`src/hdl/fsdm_pkg.sv`:
```
`timescale 1ns / 1ps

package fsdm_pkg;

    localparam int DEFAULT_WIDTH = 32;
    localparam int STATUS_W      = 2;

    localparam logic [STATUS_W-1:0] STATUS_OK       = 2'd0;
    localparam logic [STATUS_W-1:0] STATUS_DIV_ZERO = 2'd1;
    localparam logic [STATUS_W-1:0] STATUS_OVERFLOW = 2'd2;

    typedef struct packed {
        logic dvd_neg;
        logic dsr_neg;
        logic div_zero;
        logic overflow;
    } t_fsdm_flags;

endpackage

```
`src/hdl/fsdm_div_stage.sv`:
```
`timescale 1ns / 1ps

module fsdm_div_stage import fsdm_pkg::*; #(
    parameter int WIDTH = DEFAULT_WIDTH
) (
    input  logic              i_clk,
    input  logic              i_rst_n,
    input  logic              i_en,
    input  logic              i_valid,
    input  t_fsdm_flags       i_flags,
    input  logic [WIDTH-1:0]  i_rem,
    input  logic [WIDTH-1:0]  i_quo,
    input  logic [WIDTH-1:0]  i_dsr,
    output logic              o_valid,
    output t_fsdm_flags       o_flags,
    output logic [WIDTH-1:0]  o_rem,
    output logic [WIDTH-1:0]  o_quo,
    output logic [WIDTH-1:0]  o_dsr
);

    logic              r_valid;
    t_fsdm_flags       r_flags;
    logic [WIDTH-1:0]  r_rem;
    logic [WIDTH-1:0]  r_quo;
    logic [WIDTH-1:0]  r_dsr;

    logic [WIDTH:0]    trial;
    logic              q_bit;
    logic [WIDTH-1:0]  n_rem;
    logic [WIDTH-1:0]  n_quo;

    always_comb begin
        trial = {i_rem, i_quo[WIDTH-1]} - {1'b0, i_dsr};
        q_bit = ~trial[WIDTH];
        n_rem = q_bit ? trial[WIDTH-1:0] : {i_rem[WIDTH-2:0], i_quo[WIDTH-1]};
        n_quo = {i_quo[WIDTH-2:0], q_bit};
    end

    always_ff @(posedge i_clk) begin
        if (!i_rst_n) begin
            r_valid <= 1'b0;
        end else if (i_en) begin
            r_valid <= i_valid;
        end
    end

    always_ff @(posedge i_clk) begin
        if (i_en) begin
            r_flags <= i_flags;
            r_rem   <= n_rem;
            r_quo   <= n_quo;
            r_dsr   <= i_dsr;
        end
    end

    assign o_valid = r_valid;
    assign o_flags = r_flags;
    assign o_rem   = r_rem;
    assign o_quo   = r_quo;
    assign o_dsr   = r_dsr;

endmodule
```
`config.mk`:
```
export PLATFORM = sky130hd
export DESIGN_NAME = fsdm_div_stage
export DESIGN_NICKNAME = d
export VERILOG_FILES = /design/src/hdl/fsdm_pkg.sv /design/src/hdl/fsdm_div_stage.sv
export SDC_FILE = /design/constraint.sdc
export NUM_CORES = 1
export LEC_CHECK = 0
export ABC_AREA = 1
export BUFFER_PORTS_ARGS = -buffer_cell sky130_fd_sc_hd__buf_2
export CAP_MARGIN = 20
export CORE_MARGIN = 5
export CORE_UTILIZATION = 52
export CTS_CLUSTER_DIAMETER = 60
export DETAILED_ROUTE_END_ITERATION = 16
export GPL_TIMING_DRIVEN = 0
export HOLD_SLACK_MARGIN = 0.02
export PLACE_DENSITY = 0.81
export SYNTH_ARGS = -nofsm -noshare
export SYNTH_HDL_FRONTEND = slang
export SYNTH_SLANG_ARGS = --single-unit
```
`constraint.sdc`:
```
create_clock -name i_clk -period 3.1 [get_ports i_clk]
set_input_delay 0.465 -clock i_clk [delete_from_list [all_inputs] [get_ports i_clk]]
set_output_delay 0.465 -clock i_clk [all_outputs]
set_load 0.02 [all_outputs]
```
==> impl_table.tex <==
\begin{tabular}{lr}
\hline
Metric & Value \\
\hline
\multicolumn{2}{l}{\textbf{Yosys}} \\
\quad Most instantiated cells after synthesis & sky130\_fd\_sc\_hd\_\_nand2\_1 (315), sky130\_fd\_sc\_hd\_\_inv\_1 (154), sky130\_fd\_sc\_hd\_\_edfxtp\_1 (100), sky130\_fd\_sc\_hd\_\_nor2\_1 (38), sky130\_fd\_sc\_hd\_\_ha\_1 (32) \\
\quad Total of flip-flops plus latches after synthesis & 101 \\
\quad Unique cell type count in the Yosys netlist & 32 \\
\quad Post-Syn Nets & 924 \\
\quad Top flip-flop cell by instance count after synthesis & sky130\_fd\_sc\_hd\_\_edfxtp\_1 \\
\quad Average instance area after synthesis & 8.02 µm² \\
\quad Number of enable flip-flop cells after synthesis & 100 \\
\quad Sequential element share of the synthesized area & 47.9\% \\
\quad Syn. warnings & 0 \\
\quad Cell types with the largest area share after synthesis & sky130\_fd\_sc\_hd\_\_edfxtp\_1 (48\%), sky130\_fd\_sc\_hd\_\_nand2\_1 (19\%), sky130\_fd\_sc\_hd\_\_inv\_1 (9.2\%) \\
\quad Fraction of synthesis flops using an asynchronous set or reset pin & 0\% \\
\quad Top-count cell post-synth & sky130\_fd\_sc\_hd\_\_nand2\_1 \\
\quad Cell taking the most area after synthesis & sky130\_fd\_sc\_hd\_\_edfxtp\_1 \\
\quad Top cell type's share of synthesized area & 47.6\% \\
\quad Synthesized netlist cell count & 787 \\
\quad Post-synthesis instance area & 6310 µm² \\
\multicolumn{2}{l}{\textbf{Timing}} \\
\quad Worst slew margin & 69.4\% \\
\quad Min setup slack post-route & 746 ps \\
\quad Transition at the pin with the smallest max-transition slack & 458 ps \\
\quad Pins over their slew limit & 0 \\
\quad Unrepaired setup endpoints after global routing & false \\
\quad Post-route worst hold slack & 292 ps \\
\quad Final Skew & 0 ps \\
\quad Crit share post-route & 75.9\% \\
\quad Final setup fails & 0 \\
\quad Final Hold Fails & 0 \\
\quad Summed negative setup slack over all endpoints & 0 ps \\
\quad Highest achievable clock rate & 425 MHz \\
\quad Final critical delay including setup and external delays & 2350 ps \\
\multicolumn{2}{l}{\textbf{Worst setup path}} \\
\quad Critical path buffer and inverter count & 4 \\
\quad Slowest CP cell & sky130\_fd\_sc\_hd\_\_fa\_1 \\
\quad Signal arrival time at the worst endpoint & 2460 ps \\
\quad Crit Path Category & input port to register \\
\quad Internal reg-to-reg setup slack & 2420 ps \\
\quad Delay of the slowest critical-path stage & 420 ps \\
\quad Maximum fanout count along the critical path & 10 \\
\quad R2r startpoint & o\_valid \\
\quad Sequence of cells on the critical path & buf\_2 > inv\_1 > ha\_1 > fa\_1 > inv\_1 > nand2\_1 > nand2\_1 > nand3\_1 > nand2\_2 > nand2\_2 > nand2\_2 > nand2\_4 > nand3\_1 > nand2\_4 > buf\_6 > nand2\_1 > nand2\_1 \\
\quad Reg2reg end & o\_valid \\
\quad CP most frequent cell & sky130\_fd\_sc\_hd\_\_nand2\_1 \\
\quad Critical path required time & 3200 ps \\
\quad Cell family with the largest share of critical-path delay & simple AND/OR/NAND/NOR gates \\
\quad Critical Path End Type & register \\
\quad Worst R2R Path Depth & 2 \\
\quad Worst Setup Start Kind & input port \\
\quad Source of the critical timing path & i\_quo[31] \\
\multicolumn{2}{l}{\textbf{Layout}} \\
\quad Post-route cell area & 7860 µm² \\
\quad Synthesis-to-layout area growth & 24.6\% \\
\quad FILL cells & 1041 \\
\quad Area of the multi-input gates & 2610 µm² \\
\quad Share of final-layout standard cells stronger than drive strength 1 & 26.3\% \\
\quad Final antenna diode count & 0 \\
\quad Nets & 1140 \\
\quad Share of the core filled with cells & 65.7\% \\
\quad Area of all sequential standard cells & 3020 µm² \\
\multicolumn{2}{l}{\textbf{Clock tree}} \\
\quad Bufs on Longest Clock Path & 2 \\
\quad Post-CTS setup buffer count & 0 \\
\quad Clock transition at the register clock pins on the worst setup and hold paths after CTS & 70 ps \\
\quad Clock buffers created by TritonCTS & 9 \\
\quad Clock latency of the later-clocked register in the worst-skew pair & 340 ps \\
\quad Maximum level of the CTS H-tree & 3 \\
\quad Post-CTS Hold Fix Bufs & 0 \\
\quad CTS tree & yes \\
\quad Cell chosen for the clock root & sky130\_fd\_sc\_hd\_\_clkbuf\_16 \\
\quad Post-CTS Resized & 0 \\
\quad Clock Sinks & 101 \\
\multicolumn{2}{l}{\textbf{GRT}} \\
\quad All-Layer GR Usage & 22.9\% \\
\quad Number of antenna violations at the first check in global routing & 0 \\
\quad Grt ovf & 0 \\
\quad First-pass GRT wire length & 25.8 mm \\
\quad Largest net degree at the start of global routing & 71 \\
\quad Number of global-route vias before repair & 5401 \\
\multicolumn{2}{l}{\textbf{Placed design}} \\
\quad Half-perimeter wire length after detailed placement & 13.6 mm \\
\quad Number of I/O port buffers & 204 \\
\quad Placer congestion estimate & 0.911 \\
\quad Setup slack at placement & 397 ps \\
\quad Cell area reported after detailed placement & 7540 µm² \\
\multicolumn{2}{l}{\textbf{Drt}} \\
\quad Count of unresolved DRC violations after routing & 0 \\
\quad First-pass iteration count of the detailed router & 5 \\
\quad Via-to-Cell Ratio & 4.79 \\
\quad DR WL/cell & 14.3 µm \\
\quad Initial detailed-routing violation count & 285 \\
\quad Vias after detailed routing & 5528 \\
\quad Detail Route Antenna Nets & 0 \\
\quad Final WL & 16.5 mm \\
\multicolumn{2}{l}{\textbf{Min path}} \\
\quad Hold Crit Depth & 1 \\
\quad Min-Delay Startpoint & i\_quo[1] \\
\quad Endpoint of the worst hold path & o\_quo[2] \\
\quad Path type of the worst min-delay path & input port to register \\
\multicolumn{2}{l}{\textbf{Die}} \\
\quad Die outline width & 120 µm \\
\quad Top-level I/O count & 205 \\
\quad Die Span Y & 120 µm \\
\quad DIE AREA & 14400 µm² \\
\quad Standard cell core area & 12000 µm² \\
\quad Site row count & 40 \\
\quad Starting utilization of the core area & 52.8\% \\
\multicolumn{2}{l}{\textbf{Power and ir drop}} \\
\quad Largest vdd supply drop & 0.223 mV \\
\quad Leakage power total & 4.33 nW \\
\quad PD cells & 511 nW/µm² \\
\multicolumn{2}{l}{\textbf{Run status}} \\
\quad Outcome & finished clean \\
\multicolumn{2}{l}{\textbf{Job}} \\
\quad Max cap viols & 0 \\
\hline
\end{tabular}
==> layout make-up <==
type                       count  area share (%)
buffer                         6            1.02
clock buffer                  11            2.96
clock inverter                 5            1.05
inverter                     160            7.64
multi-input combinational    520            33.2
sequential                   101            38.5
tap                          147            2.34
timing repair buffer         205            13.4
==> flip-flops by register name (all words and copies together) (netlist names) <==
register  flops
o_quo        32
o_flags       4
o_valid       1
o_dsr        32
o_rem        32
==> worst max-delay path by stage <==
| stage | endpoint | depth (start not counted) | slack, ps |
|---|---|---|---|
| after detailed placement | o_rem[16] | 17 | 400 |
| after global routing | o_rem[22] | 17 | 600 |
| after CTS | o_rem[19] | 17 | 760 |
| final | o_rem[7] | 17 | 750 |
| after global placement | o_rem[19] | 17 | 410 |
| after floorplan | o_rem[13] | 16 | 780 |
==> where the power goes <==
group          total [mW]  internal, mW  leakage [nW]  switching [mW]
sequential           1.70          1.67         0.985          0.0301
clock                1.20         0.713         0.155           0.491
combinational        1.11         0.379          3.19           0.731
total                4.01          2.76          4.33            1.25
==> stage by stage <==
| step | total power, mW | cells |
|---|---|---|
| 2_1_floorplan | 2.46 | 787 |
| 3_3_place_gp | 2.82 | 1138 |
| 3_5_place_dp | 2.84 | 1139 |
| 4_1_cts | 4.05 | 1155 |
| 5_1_grt | 4.24 | 1155 |
| 6_report | 4.01 | 1155 |
==> cells by family after synthesis <==
family | synth area share, %
AOI/OAI and AO/OA | 3.21
xor gates and xnor gates | 2.08
adders and majority gates | 6.66
buffers and inverters | 10.8
DFF | 47.9
and+or+nand+nor | 29.3
==> layer usage <==
layer,GRT usage (%),share of wire [%]
met1,28.9,42
met2,39.8,49
met3,4.38,7.7
met4,6.87,1.6
met5,0,0
==> worst reg2reg max path, delay by kind of cell, from the launching register on <==
family / cells / cell delay, ps
DFF: 1 / 310
AOI/OAI and AO/OA: 2 / 250
==> cell usage in the layout, fill, tap and decap left out, types with 2 or more instances in the layout <==
master and n:
sky130_fd_sc_hd__nand2_1 315, sky130_fd_sc_hd__xor2_1 14, sky130_fd_sc_hd__buf_6 4, sky130_fd_sc_hd__nand2_4 4
sky130_fd_sc_hd__clkbuf_16 9, sky130_fd_sc_hd__nand2_2 25, sky130_fd_sc_hd__inv_2 5, sky130_fd_sc_hd__edfxtp_1 100
sky130_fd_sc_hd__buf_2 203, sky130_fd_sc_hd__nor3_1 6, sky130_fd_sc_hd__nor2_1 38, sky130_fd_sc_hd__ha_1 32
sky130_fd_sc_hd__a21oi_1 24, sky130_fd_sc_hd__inv_6 2, sky130_fd_sc_hd__o21bai_1 7, sky130_fd_sc_hd__inv_1 154
sky130_fd_sc_hd__and2_1 4, sky130_fd_sc_hd__clkbuf_1 2, sky130_fd_sc_hd__bufinv_16 2, sky130_fd_sc_hd__nand3b_1 2
sky130_fd_sc_hd__nand4_1 8, sky130_fd_sc_hd__nand3_1 30
(Power assumes the default switching activity.)
